<file path="src/rtl/fcc_divider.sv">
// ----------------------------------------------------------------------------
// fcc_divider
// Restoring divider: signal * 2^34 / correlation, one quotient bit a cycle,
// saturated to signed Q16.16.
// ----------------------------------------------------------------------------
module fcc_divider (
  input  logic        clk,
  input  logic        rst_n,
  input  logic        start,
  input  logic [31:0] signal,
  input  logic [63:0] corr,
  output logic        done,
  output logic [31:0] scale
);

  logic [65:0] num_r, num_nxt;
  logic [64:0] rem_r, rem_nxt;
  logic [63:0] den_r;
  logic [31:0] q_r, q_nxt;
  logic        big_r, big_nxt;
  logic        neg_r;
  logic        busy_r;
  logic [6:0]  cnt_r;
  logic [64:0] shifted;
  logic [31:0] sig_abs;
  logic [63:0] corr_abs;

  assign sig_abs  = signal[31] ? (32'd0 - signal) : signal;
  assign corr_abs = corr[63] ? (64'd0 - corr) : corr;

  // One restoring step; cnt_r counts the quotient bit index down from 65.
  always_comb begin
    shifted = {rem_r[63:0], num_r[65]};
    num_nxt = {num_r[64:0], 1'b0};
    rem_nxt = shifted;
    q_nxt   = q_r;
    big_nxt = big_r;
    if (shifted >= {1'b0, den_r}) begin
      rem_nxt = shifted - {1'b0, den_r};
      if (cnt_r >= 7'd32) begin
        big_nxt = 1'b1;
      end else begin
        q_nxt[cnt_r[4:0]] = 1'b1;
      end
    end
  end

  always_ff @(posedge clk) begin
    if (!rst_n) begin
      busy_r <= 1'b0;
      done   <= 1'b0;
    end else begin
      done <= 1'b0;
      if (start) begin
        busy_r <= 1'b1;
        cnt_r  <= 7'd65;
        num_r  <= {sig_abs, 34'd0};
        rem_r  <= '0;
        den_r  <= corr_abs;
        q_r    <= '0;
        big_r  <= 1'b0;
        neg_r  <= signal[31] ^ corr[63];
      end else if (busy_r) begin
        num_r <= num_nxt;
        rem_r <= rem_nxt;
        q_r   <= q_nxt;
        big_r <= big_nxt;
        cnt_r <= cnt_r - 7'd1;
        if (cnt_r == 7'd0) begin
          busy_r <= 1'b0;
          done   <= 1'b1;
        end
      end
    end
  end

  // Saturate the magnitude and apply the sign.
  always_comb begin
    if (neg_r) begin
      if (big_r || q_r[31]) scale = 32'h8000_0000;
      else                  scale = 32'd0 - q_r;
    end else begin
      if (big_r || q_r[31]) scale = 32'h7FFF_FFFF;
      else                  scale = q_r;
    end
  end

endmodule

</file>
<file path="config.mk">
export PLATFORM = sky130hd
export DESIGN_NAME = fcc_divider
export DESIGN_NICKNAME = d
export VERILOG_FILES = /design/src/rtl/fcc_divider.sv
export SDC_FILE = /design/constraint.sdc
export NUM_CORES = 1
export LEC_CHECK = 0
export ABC_AREA = 1
export BUFFER_PORTS_ARGS = -buffer_cell sky130_fd_sc_hd__clkbuf_2
export CORE_ASPECT_RATIO = 0.7
export CORE_UTILIZATION = 30
export CTS_CLUSTER_SIZE = 14
export DETAILED_ROUTE_END_ITERATION = 10
export PLACE_DENSITY = 0.59
export REMOVE_ABC_BUFFERS = 1
export SYNTH_ARGS = -nofsm -noshare
export SYNTH_HDL_FRONTEND = slang
export SYNTH_SLANG_ARGS = --single-unit
export TNS_END_PERCENT = 30
</file>
<file path="constraint.sdc">
create_clock -name clk -period 4.3 [get_ports clk]
set_input_delay 1.075 -clock clk [delete_from_list [all_inputs] [get_ports clk]]
set_output_delay 1.075 -clock clk [all_outputs]
set_load 0.1 [all_outputs]
</file>
==> metrics.txt, run 1 <==
status=complete, no violations; max cap viols=0; Seq cells post-synth=203; final setup skew=0.0349 ns; # H-tree levels=1; most numerous cell in the Yosys netlist=nand2_1; Mapped Avg Cell Area=6.45 um2; # Post-CTS Setup Buffers=0; leakage power=10.6 nW; post-DP HPWL=50800 um; mapped cell area=18500 um2; detail-routed via count per cell=4.71; Overflow after GRT=0; DRT antenna net count=0; Yosys top cell area share=0.327; I/O Buffers=131; Core ar.=60300 um2; Vias=17910; Worst EP arrival=2.98 ns; CTS tree=yes; DR DRC count=0; Rel. slew slack=0.433; Final setup violation count=0; Highest Clock Rate=246 MHz; Post-Synth Adder-Cell Area=0.0492; gpl congestion=0.991; initial antenna violation count=0; number of global-route vias before repair=16344; Post-synth top flop=edfxtp_1; Synth cell types=49; XOR/XNOR Fraction of Synth Area=0.0617; Post-synth ARST share=0; die area=62500 um2; CP Data Required Time=3.22 ns; area share of and/or/nand/nor cells after synthesis=0.380; global-route wire length before repair=96500 um; layout cells sized above 1=0.0844; synth warn=0; CTS Hold Buffers Added=0; total global-route track usage=0.198; Tcrit/Tclk final=0.944; die height=210 um; worst hold start=num_r[48]; reg2reg start=den_r[6]; area leader, netlist=edfxtp_1; DR pass1 iterations=6; worst hold path type=flop to flop; min Tclk post-route=4.06 ns; sequential area share after synthesis=0.329; CTS max path bufs=3; clk_lat worst skew=0.59 ns; power consumption=7.89 mW; Iteration-0 DRC Markers=1907; Routed wire per std cell=16.5 um; ranking of synthesized cells by area=edfxtp_1 33%, nand2_1 19%, inv_1 11%, nor2_1 8.2%, xor2_1 5.2%; Crit. End Element=primary output; total clock sinks=203; Area Growth Syn to Fin=13.2%; Post-Syn Instances=2860; Synth Area in Compound Gates=0.0532; largest net degree at the start of global routing=112; worst-margin pin slew=0.843 ns; Die Wd=298 um; Initial Utilization=0.306; Pwr Density=378 nW/um2; largest family of logic cells by synthesized area=simple AND/OR/NAND/NOR gates; Pins Over Slew Limit=0; Ports=132; CTS buffer count=26; # nets final=3150; Synth top cells by count=950 x nand2_1, 521 x inv_1, 402 x nor2_1; Clock Tree Root=clkbuf_16; startpoint types=flop; Setup crit start=q_r[0]; RSZ-0062 raised after global routing=false; final hold viol count=0; Worst Path Max Fanout=3; PostCTS Resize Cnt=0; # rows=75; kind of critical path=flop to primary output; Post-synth EDFFs=201; VDD IR-drop max=239 uV; number of fill cells=6605; Fin Setup TNS=0 ns; antenna cells=0; DRT Wirelength=62700 um; Clock transition at path regs=0.06 ns; mux cell area share after synthesis=0
==> flip-flops by register name, indices dropped and copies added (netlist names) <==
| signal | count |
|---|---|
| den_r | 64 |
| busy_r | 1 |
| big_r | 1 |
| rem_r | 64 |
| num_r | 32 |
| q_r | 32 |
| cnt_r | 7 |
| done | 1 |
| neg_r | 1 |
==> layer usage <==
layer / GRT usage / vias up / wire length [um]
li1: - / 9086 / -
met1: 0.320 / 8133 / 32200
met2: 0.266 / 630 / 23300
met3: 0.0373 / 61 / 6130
met4: 0.0368 / 0 / 1050
met5: 0 / - / 0
==> area by class of cell <==
class	instances	area [um2]	share of cell area
repair buffers	151	858	0.0411
clock inverters	18	204	0.00976
inverters	541	2030	0.0973
clock buffers	29	662	0.0317
multi-input cells	2056	10100	0.481
well taps	808	1010	0.0484
flip-flops and latches	203	6080	0.291
==> where the power goes <==
part	internal, mW	leakage [nW]	switching [mW]	total [mW]
registers	2.45	1.95	0.103	2.55
logic	0.876	8.23	2.20	3.07
clock network	1.30	0.411	0.966	2.27
==> final timing paths <==
check | end | slack (ns) | cells after the start
max | scale[27] | 0.24 | 12
min | num_r[49] | 0.52 | 2
max reg2reg | q_r[17] | 1.03 | 17
min reg2reg | num_r[49] | 0.52 | 2
==> per-stage QoR <==
stage          std cells  setup WS (ns)  hold WS, ns  area, um2  utilization
6_report            3806          0.240        0.524      20900        0.346
4_1_cts             3806          0.203        0.532      20900        0.346
5_1_grt             3806         0.0127        0.553      20900        0.346
3_3_place_gp        3759          0.835        0.505      20000        0.332
3_5_place_dp        3759          0.820        0.515      20000        0.332
2_1_floorplan       2800          0.158        0.478      18200            -
==> cell usage in the layout, fill, tap and decap left out, types with 3 or more instances in the layout <==
cell,n
xnor2_1,21
nor4_1,16
nand4_1,28
nor2_1,402
nor2_2,16
o211ai_1,5
buf_12,4
inv_1,519
nand2_2,9
and3_1,6
a21oi_1,84
o21ai_0,72
clkinv_1,9
o21ai_1,7
clkinvlp_4,3
xor2_1,109
nor3_1,35
ha_1,71
or2_2,5
and2_1,5
buf_4,16
a31oi_1,11
bufinv_16,3
clkbuf_1,3
nor3_2,3
nand2_4,3
clkinv_2,3
nor2_4,3
nand3b_1,67
nand2_1,949
clkbuf_16,26
edfxtp_1,201
clkbuf_2,128
inv_2,17
nand3_1,115
==> kinds of logic (layout without fill, tap and decap cells) <==
logic type / after synthesis / in the layout
DFF: 203 / 203
AOI/OAI and AO/OA: 186 / 186
and+or+nand+nor: 1668 / 1668
xor gates and xnor gates: 130 / 130
adders and majority gates: 72 / 72
buffers and inverters: 601 / 739
==> critical path, stage by stage, from the launching register on <==
cell	delay (ns)
edfxtp_1	0.43
nor2_1	0.16
inv_1	0.07
nor2_1	0.15
nand2_1	0.10
nor2_1	0.21
nand2_1	0.15
inv_1	0.10
nand2_1	0.11
o21ai_1	0.20
o21ai_0	0.15
xor2_1	0.15
buf_2	0.44
(Power assumes the default switching activity.)
==> run 2, diff against run 1 <==
CORE_UTILIZATION = 50   (was 30)
PLACE_DENSITY = 0.83   (was 0.59)
==> run 2 against run 1 <==
Effect of this change:
- clock power fell by 2%
- utilization rose by 22 points
- critical path depth fell by 1
- count of clock-buffer cells in the layout fell by 5
- largest cell class unchanged
- largest power group unchanged
- highest routed layer unchanged
==> metrics.txt, run 2 (synthesis gave the netlist of run 1 again) <==
status=complete, no violations (unchanged); Initial Utilization=0.511 (was 0.306); I/O Buffers=131 (unchanged); Fin Setup TNS=0 ns (unchanged); DR DRC count=0 (unchanged); most frequent cells in the layout=949 x nand2_1, 519 x inv_1, 402 x nor2_1 (unchanged); Overflow after GRT=0 (unchanged); CTS Hold Buffers Added=0 (unchanged); Vias=18482 (was 17910); Clock transition at path regs=0.06 ns (about the same); largest net degree at the start of global routing=112 (unchanged); initial antenna violation count=4 (was 0); Area Growth Syn to Fin=10.6% (was 13.2%); Clock Tree Root=clkbuf_16 (unchanged); Pint=4.61 mW (was 4.63 mW); Psw=3.22 mW (was 3.27 mW); final hold viol count=0 (unchanged); CTS max path bufs=3 (unchanged); # H-tree levels=1 (unchanged); DR pass1 iterations=6 (unchanged); DRT antenna net count=0 (unchanged); most common cell after layout, fill and taps aside=nand2_1 (unchanged); Final setup violation count=0 (unchanged); Critical Path Most Common Cell=nand2_1; CTS tree=yes (unchanged); number of global-route vias before repair=16512 (was 16344); die area=37700 um2 (was 62500 um2); worst hold path type=flop to flop (unchanged); Routed wire per std cell=16.7 um (was 16.5 um); min Tclk post-route=4.00 ns (was 4.06 ns); CTS buffer count=23 (was 26); Sw Share=0.411 (was 0.414); die height=163 um (was 210 um); Max stage delay on crit path=0.44 ns (about the same); Worst EP arrival=2.93 ns (was 2.98 ns); setup slack, reg-to-reg=1.06 ns (was 1.03 ns); number of fill cells=3469 (was 6605); worst r2r path cells=17 (unchanged); Worst Setup EP=scale[24] (was scale[27]); biggest regs=den_r (64), rem_r (64) (unchanged); detail-routed via count per cell=5.32 (was 4.71); startpoint types=flop (unchanged); Iteration-0 DRC Markers=2557 (was 1907); Crit-path slowest cell=edfxtp_1 (was buf_2); clk_lat worst skew=0.57 ns (was 0.59 ns); combinational cell fraction of total power=0.392 (was 0.389); Rel. slew slack=0.472 (was 0.433); DRT Wirelength=57800 um (was 62700 um); Die Wd=232 um (was 298 um); kind of critical path=flop to primary output (unchanged); Crit. End Element=primary output (unchanged); # rows=58 (was 75); CP Data Required Time=3.22 ns (about the same); total global-route track usage=0.308 (was 0.198); Worst Path Max Fanout=6 (was 3); total clock sinks=203 (unchanged); Pins Over Slew Limit=0 (unchanged); VDD IR-drop max=297 uV (was 239 uV); power consumption=7.84 mW (was 7.89 mW); Pwr Density=384 nW/um2 (was 378 nW/um2); RSZ-0062 raised after global routing=false (unchanged); Setup crit start=q_r[31] (was q_r[0]); Tcrit/Tclk final=0.931 (was 0.944); CP cell instances=nor2_4 > nand2_1 > nor2_1 > nand2_1 > nor2_1 > nand2_1 > nand2_1 > o21ai_1 > a21oi_1 > xor2_1 > buf_2 (was nor2_1 > inv_1 > nor2_1 > nand2_1 > nor2_1 > nand2_1 > inv_1 > nand2_1 > o21ai_1 > o21ai_0 > xor2_1 > buf_2); # nets final=3145 (was 3150); Worst R2R End=q_r[30] (was q_r[17]); Core ar.=36100 um2 (was 60300 um2); clock share of power=0.283 (was 0.287); Ports=132 (unchanged); layout cells sized above 1=0.0839 (was 0.0844); Sequential Power Share=0.325 (was 0.323); gpl congestion=1.05 (was 0.991); leakage power=10.6 nW (about the same); post-DP HPWL=45300 um (was 50800 um); worst-margin pin slew=0.792 ns (was 0.843 ns); global-route wire length before repair=90100 um (was 96500 um); reg2reg start=den_r[46] (was den_r[6]); final setup skew=0.0395 ns (was 0.0349 ns); Highest Clock Rate=250 MHz (was 246 MHz); max cap viols=0 (unchanged)
[run 2: cell count changes in the layout (fill, tap and decap cells not counted), sizes merged]
| cell | before | now |
|---|---|---|
| buf | 22 | 21 |
| bufinv | 3 | 5 |
| clkbuf | 158 | 152 |
| clkinv | 13 | 10 |
| diode | 0 | 1 |
[run 2: metal layers]
layer / up-vias / GRT usage / routed length (um)
met1: 8256 / 0.454 / 25600
met2: 1048 / 0.422 / 22200
met3: 100 / 0.106 / 8530
met5: - / 0 / 0
met4: 0 / 0.0795 / 1480
li1: 9078 / - / -
[run 2: area by class of cell]
class	instances	area [um2]	share of cell area
clock buffers	24	579	0.0284
diodes	1	2.50	0.000123
repair buffers	149	833	0.0408
flip-flops and latches	203	6080	0.297
multi-input cells	2056	10100	0.492
clock inverters	17	241	0.0118
well taps	480	601	0.0294
inverters	541	2030	0.0996
[run 2: repair_timing]
item / in CTS / in global routing
resized for setup: 1 / 5
buffers inserted: 0 / 4
endpoints found under the setup margin: 1 / 8
gates cloned: 0 / 0
pin swaps: 0 / 1
[run 2: how the worst min path moves through the flow]
| stage | startpoint | endpoint | slack (ns) | cells after the start |
|---|---|---|---|---|
| floorplan | busy_r | done | 0.48 | 2 |
| global placement | num_r[58] | num_r[59] | 0.50 | 2 |
| detailed placement | num_r[61] | num_r[62] | 0.51 | 2 |
| CTS | num_r[61] | num_r[62] | 0.52 | 2 |
| global route | num_r[59] | num_r[60] | 0.55 | 2 |
| finish | num_r[61] | num_r[62] | 0.52 | 2 |
[run 2: power by group through the flow]
stage / combinational (mW) / clock (mW) / sequential [mW]
2_1_floorplan: 2.12 / 0 / 2.56
3_3_place_gp: 2.91 / 0 / 2.57
6_report: 3.07 / 2.22 / 2.54
5_1_grt: 3.35 / 2.32 / 2.56
4_1_cts: 2.96 / 2.23 / 2.54
3_5_place_dp: 2.94 / 0 / 2.58
[run 2: per-stage QoR]
stage,util,cells,area [um2],hold WS (ns),setup slack [ns]
after floorplan,-,2800,18200,0.478,0.158
after global placement,0.541,3425,19600,0.501,0.699
after detailed placement,0.541,3425,19600,0.506,0.570
after CTS,0.564,3466,20400,0.525,0.0378
after global routing,0.565,3471,20400,0.545,0.146
final,0.565,3471,20400,0.523,0.299
[run 2: worst max-delay path, delay by kind of cell (launching register included)]
kind                   cells  cell delay (ns)
AO/OA/AOI/OAI              2             0.33
XOR/XNOR                   1             0.16
flip-flops                 1             0.44
AND/OR/NAND/NOR            7             1.02
buffers and inverters      1             0.44
==> run 3, diff against run 2 <==
==> constraint.sdc (replaced) <==
create_clock -name clk -period 4.3 [get_ports clk]
set_input_delay 0.43 -clock clk [delete_from_list [all_inputs] [get_ports clk]]
set_output_delay 0.43 -clock clk [all_outputs]
set_load 0.1 [all_outputs]
==> run 3 against run 2 <==
Effect of this change:
- sequential power is essentially flat
- non-clock buffer count down 5
- routed wire length is 1.3% higher
- cell area down 0.72%
- first-iteration DRC count rose by 1.1%
- sequential share of layout area increased by 0.21 points
- worst setup slack improved by 0.28 ns
- final cell count decreased by 0.26%
- register-to-register slack worse by 0.02 ns
- total power fell by 2.6%
- global-route usage grew 0.34 points
- count of clock-buffer cells in the layout is 1 lower
- highest routed layer unchanged
==> metrics.txt, run 3 (synthesis gave the netlist of run 1 again) <==
Tcrit/Tclk final=0.866 (was 0.931); most frequent cells in the layout=949 x nand2_1, 519 x inv_1, 402 x nor2_1 (unchanged); worst hold path type=input port to flop (was flop to flop); final setup skew=0.0150 ns (was 0.0395 ns); DRT antenna net count=0 (unchanged); Crit. End Element=primary output (unchanged); I/O Buffers=131 (unchanged); Crit-path slowest cell=clkbuf_2 (was edfxtp_1); WHS=0.0845 ns (was 0.523 ns); startpoint types=flop (unchanged); Final setup violation count=0 (unchanged); DR pass1 iterations=6 (unchanged); Clock Tree Root=clkbuf_16 (unchanged); Core ar.=36100 um2 (unchanged); # rows=58 (unchanged); Initial Utilization=0.511 (unchanged); die height=163 um (unchanged); number of fill cells=3518 (was 3469); CP Data Required Time=3.87 ns (was 3.22 ns); Ports=132 (unchanged); clk_lat worst skew=0.55 ns (was 0.57 ns); # Post-CTS Setup Buffers=0 (unchanged); final cell count without fillers=3462 (was 3471); Fin Setup TNS=0 ns (unchanged); Critical Path Most Common Cell=nand2_1 (unchanged); number of global-route vias before repair=16491 (was 16512); status=complete, no violations (unchanged); layout cells sized above 1=0.0812 (was 0.0839); # H-tree levels=1 (unchanged); DP Cell Count=3424 (was 3425); min Tclk post-route=3.72 ns (was 4.00 ns); die area=37700 um2 (unchanged); CTS Hold Buffers Added=0 (unchanged); CP cell instances=nor2_4 > nand2_1 > inv_1 > nand2_1 > nor2_1 > nand2_1 > inv_1 > nand2_1 > o21ai_1 > o21ai_0 > xor2_1 > clkbuf_2 (was nor2_4 > nand2_1 > nor2_1 > nand2_1 > nor2_1 > nand2_1 > nand2_1 > o21ai_1 > a21oi_1 > xor2_1 > buf_2); Max stage delay on crit path=0.48 ns (was 0.44 ns); DRT Wirelength=58500 um (was 57800 um); antenna cells=0 (was 1); initial antenna violation count=0 (was 4); Die Wd=232 um (unchanged); RSZ-0062 raised after global routing=false (unchanged); DR DRC count=0 (unchanged); WP buf/inv=3 (was 1); Overflow after GRT=0 (unchanged); Worst Path Max Fanout=15 (was 6); Final Instance Area=20300 um2 (was 20400 um2); Worst EP arrival=3.29 ns (was 2.93 ns); max cap viols=0 (unchanged); setup slack, reg-to-reg=1.04 ns (was 1.06 ns); detail-routed via count per cell=5.30 (was 5.32); Vias=18338 (was 18482); Post-Route Utilization=0.561 (was 0.565); total clock sinks=203 (unchanged); Clock transition at path regs=0.06 ns (about the same); kind of critical path=flop to primary output (unchanged); Rel. slew slack=0.363 (was 0.472); largest net degree at the start of global routing=91 (was 112); Pwr Density=376 nW/um2 (was 384 nW/um2); biggest regs=den_r (64), rem_r (64) (unchanged); leakage power=10.5 nW (was 10.6 nW); global-route wire length before repair=90800 um (was 90100 um); Pins Over Slew Limit=0 (unchanged); PostCTS Resize Cnt=0 (was 1); most common cell after layout, fill and taps aside=nand2_1 (unchanged); Routed wire per std cell=16.9 um (was 16.7 um); register area=6080 um2 (unchanged); CP delay by family, top=simple AND/OR/NAND/NOR gates (unchanged); dpl cell area=19500 um2 (was 19600 um2); CTS max path bufs=3 (unchanged); Area Growth Syn to Fin=9.85% (was 10.6%); post-DP HPWL=46900 um (was 45300 um); Highest Clock Rate=269 MHz (was 250 MHz); gpl congestion=1.04 (was 1.05); worst-margin pin slew=0.955 ns (was 0.792 ns); VDD IR-drop max=317 uV (was 297 uV); Iteration-0 DRC Markers=2586 (was 2557); area of the multi-input gates=10100 um2 (unchanged); CTS tree=yes (unchanged); final hold viol count=0 (unchanged); CTS buffer count=22 (was 23); total global-route track usage=0.311 (was 0.308); # nets final=3139 (was 3145)
[run 3: path summary, 6_finish.rpt]
kind	end	cells past startpoint	from
worst min-delay path	den_r[0]	1	corr[0]
worst max-delay path	scale[27]	12	q_r[31]
worst min register to register	num_r[44]	2	num_r[43]
worst max register to register	q_r[19]	18	rem_r[1]
[run 3: metal layers]
layer  wire, um  GRT usage  up-vias
li1           -          -     9065
met2      22800      0.432      939
met1      27000      0.474     8251
met5          0          0        -
met3       7280     0.0751       83
met4       1440     0.0822        0
[run 3: area by class of cell]
cell class,count,area share
well taps,480,0.0296
flip-flops and latches,203,0.300
repair buffers,144,0.0371
clock inverters,15,0.0100
multi-input cells,2056,0.496
clock buffers,23,0.0273
inverters,541,0.100
[run 3: where the power goes]
group          switching [mW]  internal, mW  total, mW
registers              0.0988          2.45       2.55
logic                    2.19         0.860       3.05
clock network           0.852          1.18       2.04
total                    3.14          4.49       7.63
[run 3: stage by stage]
step	power, mW	worst slack, ns
CTS	7.55	0.653
global route	8.03	0.373
global placement	5.47	1.16
floorplan	4.68	0.803
detailed placement	5.52	1.14
finish	7.63	0.577
